`src/ppmrc_pkg.sv`:
```
// Package for the PPM radio-control frame decoder.
// Holds shared constants, register and mode codes, and the scaler status type.
// No dependencies.
package ppmrc_pkg;

	localparam int CHANNELS = 8;
	localparam int CH_W     = $clog2(CHANNELS);
	localparam int SLOT_W   = $clog2(CHANNELS + 1);

	localparam int PW_W     = 16;
	localparam int VAL_W    = 14;
	localparam int ALERT_W  = 20;
	localparam int CFG_IDX_W  = 2;
	localparam int CFG_DATA_W = 20;

	localparam int FULL_SCALE        = 10000;
	localparam int SWITCH_LEVEL      = 8000;
	localparam int FAILSAFE_THROTTLE = 2000;
	localparam int ARM_CH = 4;
	localparam int AUX_CH = 6;
	localparam int THR_CH = 1;

	// divider geometry: quotient below FULL_SCALE fits VAL_W bits, two bits per cycle
	localparam int PROD_W    = PW_W + VAL_W;
	localparam int DIV_STEPS = VAL_W / 2;
	localparam int STEP_W    = $clog2(DIV_STEPS);

	localparam logic [1:0] MODE_CAPTURE = 2'd0;
	localparam logic [1:0] MODE_OVERRUN = 2'd1;
	localparam logic [1:0] MODE_TICK    = 2'd2;

	localparam logic [CFG_IDX_W-1:0] REG_MIN_WIDTH    = 2'd0;
	localparam logic [CFG_IDX_W-1:0] REG_MAX_WIDTH    = 2'd1;
	localparam logic [CFG_IDX_W-1:0] REG_ALERT_ENABLE = 2'd2;
	localparam logic [CFG_IDX_W-1:0] REG_ALERT_PERIOD = 2'd3;

	localparam int TDATA_W = 24;

	typedef struct packed {
		logic             done;
		logic [VAL_W-1:0] value;
	} scl_stat_t;

endpackage

```
`src/ppmrc_ram.sv`:
```
// Generic single-write, single-read synchronous RAM with registered read data.
// Read data holds while no read is issued. No dependencies.
module ppmrc_ram #(
	parameter int WIDTH = 16,
	parameter int DEPTH = 8
) (
	input  logic                     clk,
	input  logic                     we,
	input  logic [$clog2(DEPTH)-1:0] waddr,
	input  logic [WIDTH-1:0]         wdata,
	input  logic                     re,
	input  logic [$clog2(DEPTH)-1:0] raddr,
	output logic [WIDTH-1:0]         rdata
);

	logic [WIDTH-1:0] mem [DEPTH];
	logic [WIDTH-1:0] rdata_q;

	always_ff @(posedge clk) begin
		if (we) begin
			mem[waddr] <= wdata;
		end
		if (re) begin
			rdata_q <= mem[raddr];
		end
	end

	assign rdata = rdata_q;

endmodule

```
`src/ppmrc_scaler.sv`:
```
// Pulse width scaler: (width - min) * 10000 / (max - min), truncated and clamped.
// Constant multiply stage, then a two-bit-per-cycle restoring divider.
// Depends on ppmrc_pkg.
module ppmrc_scaler (
	input  logic                        clk,
	input  logic                        arst_n,
	input  logic                        start,
	input  logic [ppmrc_pkg::PW_W-1:0]  width,
	input  logic [ppmrc_pkg::PW_W-1:0]  min_width,
	input  logic [ppmrc_pkg::PW_W-1:0]  max_width,
	output ppmrc_pkg::scl_stat_t        stat
);

	typedef enum logic [1:0] {
		SC_IDLE,
		SC_MUL,
		SC_DIV
	} sc_state_t;

	sc_state_t                          state_q;
	logic [ppmrc_pkg::PW_W:0]           diff;
	logic [ppmrc_pkg::PW_W:0]           span;
	logic [ppmrc_pkg::PW_W:0]           diff_neg;
	logic [ppmrc_pkg::PW_W:0]           span_neg;
	logic [ppmrc_pkg::PW_W-1:0]         abs_diff;
	logic [ppmrc_pkg::PW_W-1:0]         abs_span;
	logic [ppmrc_pkg::PW_W-1:0]         num_q;
	logic [ppmrc_pkg::PW_W-1:0]         den_q;
	logic [ppmrc_pkg::PROD_W-1:0]       prod;
	logic [ppmrc_pkg::PW_W-1:0]         rem_q;
	logic [ppmrc_pkg::VAL_W-1:0]        quo_q;
	logic [ppmrc_pkg::STEP_W-1:0]       step_q;
	logic [ppmrc_pkg::PW_W:0]           r1;
	logic [ppmrc_pkg::PW_W:0]           r2;
	logic                               ge1;
	logic                               ge2;
	logic [ppmrc_pkg::PW_W-1:0]         r1n;
	logic [ppmrc_pkg::PW_W-1:0]         r2n;
	logic [ppmrc_pkg::VAL_W-1:0]        q1;
	logic [ppmrc_pkg::VAL_W-1:0]        quo_n;
	logic                               done_q;
	logic [ppmrc_pkg::VAL_W-1:0]        value_q;

	always_comb begin
		diff     = {1'b0, width} - {1'b0, min_width};
		span     = {1'b0, max_width} - {1'b0, min_width};
		diff_neg = -diff;
		span_neg = -span;
		abs_diff = diff[ppmrc_pkg::PW_W] ? diff_neg[ppmrc_pkg::PW_W-1:0]
		                                 : diff[ppmrc_pkg::PW_W-1:0];
		abs_span = span[ppmrc_pkg::PW_W] ? span_neg[ppmrc_pkg::PW_W-1:0]
		                                 : span[ppmrc_pkg::PW_W-1:0];
	end

	assign prod = ppmrc_pkg::PROD_W'(num_q) * ppmrc_pkg::PROD_W'(ppmrc_pkg::FULL_SCALE);

	always_comb begin
		r1    = {rem_q, quo_q[ppmrc_pkg::VAL_W-1]};
		ge1   = r1 >= {1'b0, den_q};
		r1n   = ge1 ? ppmrc_pkg::PW_W'(r1 - {1'b0, den_q}) : r1[ppmrc_pkg::PW_W-1:0];
		q1    = {quo_q[ppmrc_pkg::VAL_W-2:0], ge1};
		r2    = {r1n, q1[ppmrc_pkg::VAL_W-1]};
		ge2   = r2 >= {1'b0, den_q};
		r2n   = ge2 ? ppmrc_pkg::PW_W'(r2 - {1'b0, den_q}) : r2[ppmrc_pkg::PW_W-1:0];
		quo_n = {q1[ppmrc_pkg::VAL_W-2:0], ge2};
	end

	always_ff @(posedge clk or negedge arst_n) begin
		if (!arst_n) begin
			state_q <= SC_IDLE;
			done_q  <= 1'b0;
			step_q  <= '0;
		end else begin
			unique case (state_q)
				SC_IDLE: begin
					if (start) begin
						// zero or opposite signs give zero; ratio of one or more clamps to full
						if (diff == '0 || (diff[ppmrc_pkg::PW_W] ^ span[ppmrc_pkg::PW_W])) begin
							value_q <= '0;
							done_q  <= 1'b1;
						end else if (abs_diff >= abs_span) begin
							value_q <= ppmrc_pkg::VAL_W'(ppmrc_pkg::FULL_SCALE);
							done_q  <= 1'b1;
						end else begin
							num_q   <= abs_diff;
							den_q   <= abs_span;
							done_q  <= 1'b0;
							state_q <= SC_MUL;
						end
					end else begin
						done_q <= 1'b0;
					end
				end
				SC_MUL: begin
					rem_q   <= prod[ppmrc_pkg::PROD_W-1:ppmrc_pkg::VAL_W];
					quo_q   <= prod[ppmrc_pkg::VAL_W-1:0];
					step_q  <= '0;
					done_q  <= 1'b0;
					state_q <= SC_DIV;
				end
				SC_DIV: begin
					rem_q  <= r2n;
					quo_q  <= quo_n;
					step_q <= step_q + 1'b1;
					if (step_q == ppmrc_pkg::STEP_W'(ppmrc_pkg::DIV_STEPS - 1)) begin
						value_q <= quo_n;
						done_q  <= 1'b1;
						state_q <= SC_IDLE;
					end else begin
						done_q <= 1'b0;
					end
				end
				default: begin
					done_q  <= 1'b0;
					state_q <= SC_IDLE;
				end
			endcase
		end
	end

	assign stat.done  = done_q;
	assign stat.value = value_q;

endmodule

```
`src/ppm_rc_frame_decoder.sv`:
```
// Top level of the 8-channel PPM radio-control frame decoder.
// Depends on ppmrc_pkg, ppmrc_ram and ppmrc_scaler.
//
// Input stream: tuser carries the mode (capture, overrun, tick), tdata the
// captured pulse width. Config port: cfg_wr_en writes cfg_wdata to register
// cfg_index (min width, max width, alert enable, alert period); the user must
// write it only while idle, the block does not enforce it. Output stream: one
// transaction per channel on a tick with signal, tlast on channel 7; one failsafe
// transaction on a tick without signal. Captures and overruns are taken in idle.
// A valid tick reads both stores, then runs each channel through the shared
// scaler (clamped results skip the divider, divided ones take one multiply and
// seven two-bit divider steps), writes back the average, then reads the filtered
// store again to emit. A failsafe tick reads the throttle entry, then emits.
// Pulse and filtered stores are 8-entry RAMs with registered read; per-entry
// valid flags cleared by reset make both read as zero until written, so the
// block is ready right after reset. A stalled receiver holds the output
// register and the sequencer waits; captures are still taken while idle.
module ppm_rc_frame_decoder (
	input  logic                                clk,
	input  logic                                arst_n,
	input  logic                                s_axis_tvalid,
	output logic                                s_axis_tready,
	input  logic [ppmrc_pkg::PW_W-1:0]          s_axis_tdata,  // [15:0] pulse_width
	input  logic [1:0]                          s_axis_tuser,  // [1:0] mode
	output logic                                m_axis_tvalid,
	input  logic                                m_axis_tready,
	// [2:0] channel, [16:3] value, [17] arm_switch, [18] aux_switch,
	// [19] alert_pulse, [23:20] zero
	output logic [ppmrc_pkg::TDATA_W-1:0]       m_axis_tdata,
	output logic                                m_axis_tuser,  // [0] receiver_ok
	output logic                                m_axis_tlast,
	input  logic                                cfg_wr_en,
	input  logic [ppmrc_pkg::CFG_IDX_W-1:0]     cfg_index,
	input  logic [ppmrc_pkg::CFG_DATA_W-1:0]    cfg_wdata
);

	typedef enum logic [3:0] {
		S_IDLE,
		S_CRD,
		S_CST,
		S_CWT,
		S_ERD,
		S_EOUT,
		S_FRD,
		S_FOUT
	} state_t;

	localparam int CH_W  = ppmrc_pkg::CH_W;
	localparam int VAL_W = ppmrc_pkg::VAL_W;

	state_t                             state_q;
	logic [CH_W-1:0]                    ch_q;
	logic [ppmrc_pkg::SLOT_W-1:0]       slot_q;
	logic                               missing_q;
	logic                               seen_q;
	logic [ppmrc_pkg::ALERT_W-1:0]      alert_cnt_q;
	logic [ppmrc_pkg::PW_W-1:0]         min_q;
	logic [ppmrc_pkg::PW_W-1:0]         max_q;
	logic                               alert_en_q;
	logic [ppmrc_pkg::ALERT_W-1:0]      period_q;
	logic [ppmrc_pkg::CHANNELS-1:0]     pulse_vld_q;
	logic [ppmrc_pkg::CHANNELS-1:0]     filt_vld_q;
	logic [VAL_W-1:0]                   old_q;
	logic                               arm_q;
	logic                               aux_q;
	logic                               m_valid_q;
	logic [ppmrc_pkg::TDATA_W-1:0]      m_data_q;
	logic                               m_user_q;
	logic                               m_last_q;

	logic                               in_fire;
	logic                               out_free;
	logic                               out_load;
	logic                               ch_last;
	logic                               pulse_we;
	logic [CH_W-1:0]                    pulse_waddr;
	logic                               pulse_re;
	logic [ppmrc_pkg::PW_W-1:0]         pulse_rdata;
	logic [ppmrc_pkg::PW_W-1:0]         pulse_val;
	logic                               filt_we;
	logic                               filt_re;
	logic [CH_W-1:0]                    filt_raddr;
	logic [VAL_W-1:0]                   filt_rdata;
	logic [VAL_W-1:0]                   filt_val;
	logic [VAL_W:0]                     avg_sum;
	logic [VAL_W-1:0]                   avg_val;
	logic [VAL_W-1:0]                   thr_val;
	logic                               scl_start;
	ppmrc_pkg::scl_stat_t               scl_stat;

	assign s_axis_tready = (state_q == S_IDLE);
	assign in_fire       = s_axis_tvalid && s_axis_tready;
	assign out_free      = !m_valid_q || m_axis_tready;
	assign out_load      = ((state_q == S_EOUT) || (state_q == S_FOUT)) && out_free;
	assign ch_last       = (ch_q == CH_W'(ppmrc_pkg::CHANNELS - 1));

	assign pulse_we    = in_fire && (s_axis_tuser == ppmrc_pkg::MODE_CAPTURE)
	                     && (slot_q < ppmrc_pkg::SLOT_W'(ppmrc_pkg::CHANNELS));
	assign pulse_waddr = slot_q[CH_W-1:0];
	assign pulse_re    = (state_q == S_CRD);
	assign filt_re     = (state_q == S_CRD) || (state_q == S_ERD) || (state_q == S_FRD);
	assign filt_raddr  = ((state_q == S_FRD) || (state_q == S_FOUT))
	                     ? CH_W'(ppmrc_pkg::THR_CH) : ch_q;
	assign filt_we     = (state_q == S_CWT) && scl_stat.done;
	assign scl_start   = (state_q == S_CST);

	assign pulse_val = pulse_vld_q[ch_q] ? pulse_rdata : '0;
	assign filt_val  = filt_vld_q[filt_raddr] ? filt_rdata : '0;
	assign avg_sum   = {1'b0, old_q} + {1'b0, scl_stat.value};
	assign avg_val   = avg_sum[VAL_W:1];
	assign thr_val   = (filt_val > VAL_W'(ppmrc_pkg::FAILSAFE_THROTTLE))
	                   ? VAL_W'(ppmrc_pkg::FAILSAFE_THROTTLE) : filt_val;

	ppmrc_ram #(
		.WIDTH (ppmrc_pkg::PW_W),
		.DEPTH (ppmrc_pkg::CHANNELS)
	) u_pulse_ram (
		.clk   (clk),
		.we    (pulse_we),
		.waddr (pulse_waddr),
		.wdata (s_axis_tdata),
		.re    (pulse_re),
		.raddr (ch_q),
		.rdata (pulse_rdata)
	);

	ppmrc_ram #(
		.WIDTH (VAL_W),
		.DEPTH (ppmrc_pkg::CHANNELS)
	) u_filt_ram (
		.clk   (clk),
		.we    (filt_we),
		.waddr (ch_q),
		.wdata (avg_val),
		.re    (filt_re),
		.raddr (filt_raddr),
		.rdata (filt_rdata)
	);

	ppmrc_scaler u_scaler (
		.clk       (clk),
		.arst_n    (arst_n),
		.start     (scl_start),
		.width     (pulse_val),
		.min_width (min_q),
		.max_width (max_q),
		.stat      (scl_stat)
	);

	always_ff @(posedge clk or negedge arst_n) begin
		if (!arst_n) begin
			min_q      <= ppmrc_pkg::PW_W'(1000);
			max_q      <= ppmrc_pkg::PW_W'(2000);
			alert_en_q <= 1'b0;
			period_q   <= ppmrc_pkg::ALERT_W'(4000);
		end else if (cfg_wr_en) begin
			unique case (cfg_index)
				ppmrc_pkg::REG_MIN_WIDTH:    min_q      <= cfg_wdata[ppmrc_pkg::PW_W-1:0];
				ppmrc_pkg::REG_MAX_WIDTH:    max_q      <= cfg_wdata[ppmrc_pkg::PW_W-1:0];
				ppmrc_pkg::REG_ALERT_ENABLE: alert_en_q <= cfg_wdata[0];
				ppmrc_pkg::REG_ALERT_PERIOD: period_q   <= cfg_wdata[ppmrc_pkg::ALERT_W-1:0];
			endcase
		end
	end

	always_ff @(posedge clk or negedge arst_n) begin
		if (!arst_n) begin
			state_q     <= S_IDLE;
			ch_q        <= '0;
			slot_q      <= '0;
			missing_q   <= 1'b1;
			seen_q      <= 1'b0;
			alert_cnt_q <= '0;
			pulse_vld_q <= '0;
			filt_vld_q  <= '0;
			arm_q       <= 1'b0;
			aux_q       <= 1'b0;
			m_valid_q   <= 1'b0;
		end else begin
			if (m_valid_q && m_axis_tready && !out_load) begin
				m_valid_q <= 1'b0;
			end
			unique case (state_q)
				S_IDLE: begin
					if (in_fire) begin
						unique case (s_axis_tuser)
							ppmrc_pkg::MODE_CAPTURE: begin
								if (slot_q >= ppmrc_pkg::SLOT_W'(ppmrc_pkg::CHANNELS)) begin
									slot_q <= '0;
								end else begin
									pulse_vld_q[pulse_waddr] <= 1'b1;
									slot_q <= slot_q + 1'b1;
									if (slot_q == ppmrc_pkg::SLOT_W'(ppmrc_pkg::CHANNELS - 1)) begin
										missing_q <= 1'b0;
									end
								end
							end
							ppmrc_pkg::MODE_OVERRUN: begin
								if (slot_q != ppmrc_pkg::SLOT_W'(ppmrc_pkg::CHANNELS)) begin
									missing_q <= 1'b1;
									slot_q    <= ppmrc_pkg::SLOT_W'(ppmrc_pkg::CHANNELS);
								end
							end
							ppmrc_pkg::MODE_TICK: begin
								ch_q    <= '0;
								state_q <= missing_q ? S_FRD : S_CRD;
							end
							default: ;
						endcase
					end
				end
				S_CRD: state_q <= S_CST;
				S_CST: begin
					old_q   <= filt_val;
					state_q <= S_CWT;
				end
				S_CWT: begin
					if (scl_stat.done) begin
						filt_vld_q[ch_q] <= 1'b1;
						if (ch_q == CH_W'(ppmrc_pkg::ARM_CH)) begin
							arm_q <= avg_val > VAL_W'(ppmrc_pkg::SWITCH_LEVEL);
						end
						if (ch_q == CH_W'(ppmrc_pkg::AUX_CH)) begin
							aux_q <= avg_val > VAL_W'(ppmrc_pkg::SWITCH_LEVEL);
						end
						if (ch_last) begin
							ch_q    <= '0;
							state_q <= S_ERD;
						end else begin
							ch_q    <= ch_q + 1'b1;
							state_q <= S_CRD;
						end
					end
				end
				S_ERD: state_q <= S_EOUT;
				S_EOUT: begin
					if (out_free) begin
						m_valid_q <= 1'b1;
						m_data_q  <= {4'd0, 1'b0, aux_q, arm_q, filt_val, 3'(ch_q)};
						m_user_q  <= 1'b1;
						m_last_q  <= ch_last;
						if (ch_last) begin
							seen_q      <= 1'b1;
							alert_cnt_q <= '0;
							state_q     <= S_IDLE;
						end else begin
							ch_q    <= ch_q + 1'b1;
							state_q <= S_ERD;
						end
					end
				end
				S_FRD: state_q <= S_FOUT;
				S_FOUT: begin
					if (out_free) begin
						m_valid_q <= 1'b1;
						m_user_q  <= 1'b0;
						m_last_q  <= 1'b1;
						m_data_q  <= {4'd0, seen_q && alert_en_q && (alert_cnt_q == period_q),
						              1'b0, 1'b0, thr_val, 3'(ppmrc_pkg::THR_CH)};
						if (seen_q && alert_en_q) begin
							if (alert_cnt_q == period_q) begin
								alert_cnt_q <= '0;
							end else begin
								alert_cnt_q <= alert_cnt_q + 1'b1;
							end
						end
						state_q <= S_IDLE;
					end
				end
				default: state_q <= S_IDLE;
			endcase
		end
	end

	assign m_axis_tvalid = m_valid_q;
	assign m_axis_tdata  = m_data_q;
	assign m_axis_tuser  = m_user_q;
	assign m_axis_tlast  = m_last_q;

	assert property (@(posedge clk) disable iff (!arst_n)
		scl_stat.done |-> scl_stat.value <= VAL_W'(ppmrc_pkg::FULL_SCALE))
		else $error("scaler result above full scale");

	assert property (@(posedge clk) disable iff (!arst_n)
		m_axis_tvalid && !m_axis_tuser |->
			m_axis_tlast && m_axis_tdata[2:0] == 3'(ppmrc_pkg::THR_CH)
			&& m_axis_tdata[16:3] <= VAL_W'(ppmrc_pkg::FAILSAFE_THROTTLE))
		else $error("failsafe transaction malformed");

	assert property (@(posedge clk) disable iff (!arst_n)
		m_axis_tvalid && m_axis_tuser |->
			m_axis_tlast == (m_axis_tdata[2:0] == 3'(ppmrc_pkg::CHANNELS - 1)))
		else $error("tlast not on final channel");

	assert property (@(posedge clk) disable iff (!arst_n)
		filt_we |-> state_q == S_CWT && avg_val <= VAL_W'(ppmrc_pkg::FULL_SCALE))
		else $error("filtered store write out of range");

endmodule
```
`config.mk`:
```
export PLATFORM = sky130hd
export DESIGN_NAME = ppm_rc_frame_decoder
export DESIGN_NICKNAME = d
export VERILOG_FILES = /design/src/ppmrc_pkg.sv /design/src/ppmrc_ram.sv /design/src/ppmrc_scaler.sv /design/src/ppm_rc_frame_decoder.sv
export SDC_FILE = /design/constraint.sdc
export NUM_CORES = 1
export LEC_CHECK = 0
export BUFFER_PORTS_ARGS = -buffer_cell sky130_fd_sc_hd__buf_2
export CORE_ASPECT_RATIO = 0.6
export CORE_UTILIZATION = 45
export CTS_CLUSTER_SIZE = 25
export DETAILED_ROUTE_END_ITERATION = 12
export PLACE_DENSITY_LB_ADDON = 0.08
export SKIP_CTS_REPAIR_TIMING = 1
export SLEW_MARGIN = 20
export SYNTH_ARGS = -nofsm -noshare
export SYNTH_HDL_FRONTEND = slang
export SYNTH_HIERARCHICAL = 1
export SYNTH_SLANG_ARGS = --single-unit
```
`constraint.sdc`:
```
create_clock -name clk -period 8.3 [get_ports clk]
set_input_delay 1.66 -clock clk [delete_from_list [all_inputs] [get_ports clk]]
set_output_delay 1.66 -clock clk [all_outputs]
set_load 0.02 [all_outputs]
```
==> impl_metrics.env <==
export IMPL_post_route_min_period_ps=6950
export IMPL_ys_seq_area_share_pct=51.5
export IMPL_hpwl_um=46400
export IMPL_finalNonFillerCells=3123
export IMPL_period_share_pct=83.7
export IMPL_synthArstFlopShare_pct=22.4
export IMPL_dieArea_mm2=0.0625
export IMPL_combPwrFrac_pct=33.3
export IMPL_peakVddDrop_uv=151
export IMPL_holdWs_ps=458
export IMPL_fp_dieH_um=194
export IMPL_arrival_ps=7190
export IMPL_num_rows=69
export IMPL_vias=17258
export IMPL_drtIter0Drc=1382
export IMPL_cp_start_kind="register"
export IMPL_internal_power_uw=5200
export IMPL_drive_gt1_share_pct=15.1
export IMPL_worstHoldStart="pulse_vld_q[0]"
export IMPL_clkLatencyLatePin_ps=610
export IMPL_cts_tree="yes"
export IMPL_r2r_end="u_scaler/den_q[13]"
export IMPL_antenna_found_initial=2
export IMPL_endpoint_kind="register"
export IMPL_via_per_inst=5.53
export IMPL_ys_warn_count=6
export IMPL_portBuffers=68
export IMPL_drc=0
export IMPL_num_nets_final=2529
export IMPL_ys_ff_latch=492
export IMPL_firstDrtPassIters=5
export IMPL_syn_instance_count=2179
export IMPL_grt_max_degree=49
export IMPL_swShare_pct=32.9
export IMPL_setup_viol=0
export IMPL_fin_ws_ps=1350
export IMPL_seqPwrFrac_pct=38.8
export IMPL_setup_tns_ps=0
export IMPL_status="completed"
export IMPL_synth_cell_types=90
export IMPL_power_leakage_uw=0.0122
export IMPL_netSwitchingPower_uw=2550
export IMPL_syn_cell_area_mm2=0.0276
export IMPL_die_w_um=322
export IMPL_grt_pass1_vias=16897
export IMPL_regToRegSetupSlack_ps=1350
export IMPL_crit_type="register to register"
export IMPL_numCtsBuffers=48
export IMPL_timing_critical_path_mode_cell="a21o_1"
export IMPL_cap_violations=0
export IMPL_hold_depth=1
export IMPL_htree_levels=2
export IMPL_synth_ff_type="edfxtp_1"
export IMPL_max_slew_worst_pin_slew_ps=1110
export IMPL_slowest_stage="dfrtp_2"
export IMPL_drt_wl_total_um=64800
export IMPL_final_hold_violation_count=0
export IMPL_grt_usage_pct=21.0
export IMPL_max_freq_ghz=0.144
export IMPL_synth_area_leaders="edfxtp_1 (41%), dfrtp_1 (8.2%), ha_1 (8.0%)"
export IMPL_dp_slack_ps=1340
export IMPL_synth_area_leader_cell="edfxtp_1"
export IMPL_min_to="pulse_vld_q[0]"
export IMPL_io_pin_count=73
export IMPL_clk_pin_slew_worst_paths_ps=70
export IMPL_cts_sinks=492
export IMPL_clkPwrFrac_pct=27.9
export IMPL_grt_pass1_wl_um=101000
export IMPL_min_path_type="register to register"
export IMPL_numPlacedInstances=3033
export IMPL_reg2regPathDepth=28
export IMPL_power_total_uw=7750
export IMPL_rr_startpoint="ch_q[0]"
export IMPL_synth_edff_count=382
export IMPL_yosys_area_top_type_share_pct=41.5
export IMPL_grt_overflow_total=0
export IMPL_initial_core_util_pct=46.1
export IMPL_synth_avg_cell_area_um2=12.7
export IMPL_power_density_mw_per_mm2=254
export IMPL_cts_buffer_depth=3
export IMPL_slew_headroom_pct=26.2
export IMPL_wire_per_inst_um=20.8
export IMPL_required_ps=8540
export IMPL_synth_common_cells="edfxtp_1 (382), inv_1 (209), ha_1 (177), nor2_1 (119), a21oi_1 (106)"
export IMPL_ant_nets=0
export IMPL_synth_most_common_cell="edfxtp_1"
export IMPL_path_max_fanout=33
export IMPL_slew_viol_final=0
export IMPL_cp_startpoint="ch_q[0]"
export IMPL_clock_skew_ps=32.6
export IMPL_gp_congestion=0.860
export IMPL_rsz0062_at_grt="no"
export IMPL_cts_root_buf="clkbuf_16"
export IMPL_syn2layout_area_growth_pct=10.4
export IMPL_slowest_delay_ps=550
export IMPL_core_area_mm2=0.0599
[cell usage in the layout, fill, tap and decap left out, drive strengths merged, types with 10 or more instances in the layout]
cell type and count:
edfxtp 382, inv 211, ha 177, nor2 119, a21oi 106, mux2 101
buf 95, nand2 93, dfrtp 91, xnor2 80, o21ai 71, mux4 61
clkbuf 59, xor2 55, a21o 52, and2 48, nor3 42, fa 40
nand3 36, nor2b 28, mux2i 26, nand4 23, nand2b 21, clkinv 21
dfstp 19, a31oi 19, a211oi 16, o21a 16, and3 14, o31ai 14
or3 13, a31o 12, nor4 11, or2 10, o211ai 10
[power groups by stage]
| stage | clock network [uW] | registers [uW] | logic, uW |
|---|---|---|---|
| after global routing | 2310 | 3020 | 2870 |
| final | 2160 | 3000 | 2580 |
| after detailed placement | 0 | 3050 | 2580 |
| after floorplan | 0 | 3010 | 1950 |
| after global placement | 0 | 3050 | 2550 |
| after CTS | 2220 | 3000 | 2600 |
[registers in the layout (all words and copies together) (netlist names), 8 cells and up]
register / cells
u_filt_ram/mem: 112
filt_vld_q: 8
u_pulse_ram/rdata: 16
u_scaler/den_q: 16
old_q: 14
alert_cnt_q: 20
max_q: 16
u_pulse_ram/mem: 128
m_axis_tdata: 20
u_scaler/value_q: 14
pulse_vld_q: 8
period_q: 20
u_scaler/rem_q: 16
u_filt_ram/rdata: 14
min_q: 16
u_scaler/quo_q: 14
u_scaler/num_q: 16
[critical path, delay by kind of cell (launching register included)]
kind                     cells  cell delay (ps)
adder cells (fa/ha/maj)      3              850
AND/OR/NAND/NOR              6             1120
buffers and inverters        5             1100
flip-flops                   1              550
AO/OA/AOI/OAI               12             2490
XOR/XNOR                     2              420
[worst max-delay path by stage]
stage	to	slack, ps	depth (start not counted)
4_1_cts	u_scaler/den_q[13]	1290	28
2_1_floorplan	u_scaler/den_q[0]	1070	27
5_1_grt	u_scaler/den_q[13]	730	28
6_report	u_scaler/den_q[13]	1350	28
3_3_place_gp	u_scaler/den_q[8]	1530	28
3_5_place_dp	u_scaler/den_q[6]	1340	28
[metrics by stage]
stage                     util [%]  area, um^2
after floorplan                  -       27700
after global placement        48.4       29000
after detailed placement      48.4       29000
after CTS                     50.9       30500
after global routing          50.9       30500
final                         50.9       30500
[routing by layer]
| metal | wire [um] | GRT usage (%) |
|---|---|---|
| met1 | 34200 | 34.1 |
| met2 | 26500 | 29.0 |
| met3 | 3130 | 3.71 |
| met4 | 1020 | 4.39 |
| met5 | 0 | 0 |
[cell type report]
type,count,area [um^2]
Sequential cell,492,14200
Antenna cell,2,5.00
Clock buffer,59,1260
Multi-Input combinational cell,1419,12400
Clock inverter,29,263
Inverter,211,792
Tap cell,816,1020
Fill cell,5252,29400
Timing Repair Buffer,95,546
[kinds of logic after synthesis]
logic type	Yosys count	synth area share (%)
DFF	492	51.5
and+or+nand+nor	482	8.85
AOI/OAI and AO/OA	393	9.59
buffers and inverters	271	4.08
adders and majority gates	217	10.9
muxes	188	10.7
xor gates and xnor gates	135	4.28
other	1	0.0136
(Power assumes the default switching activity.)
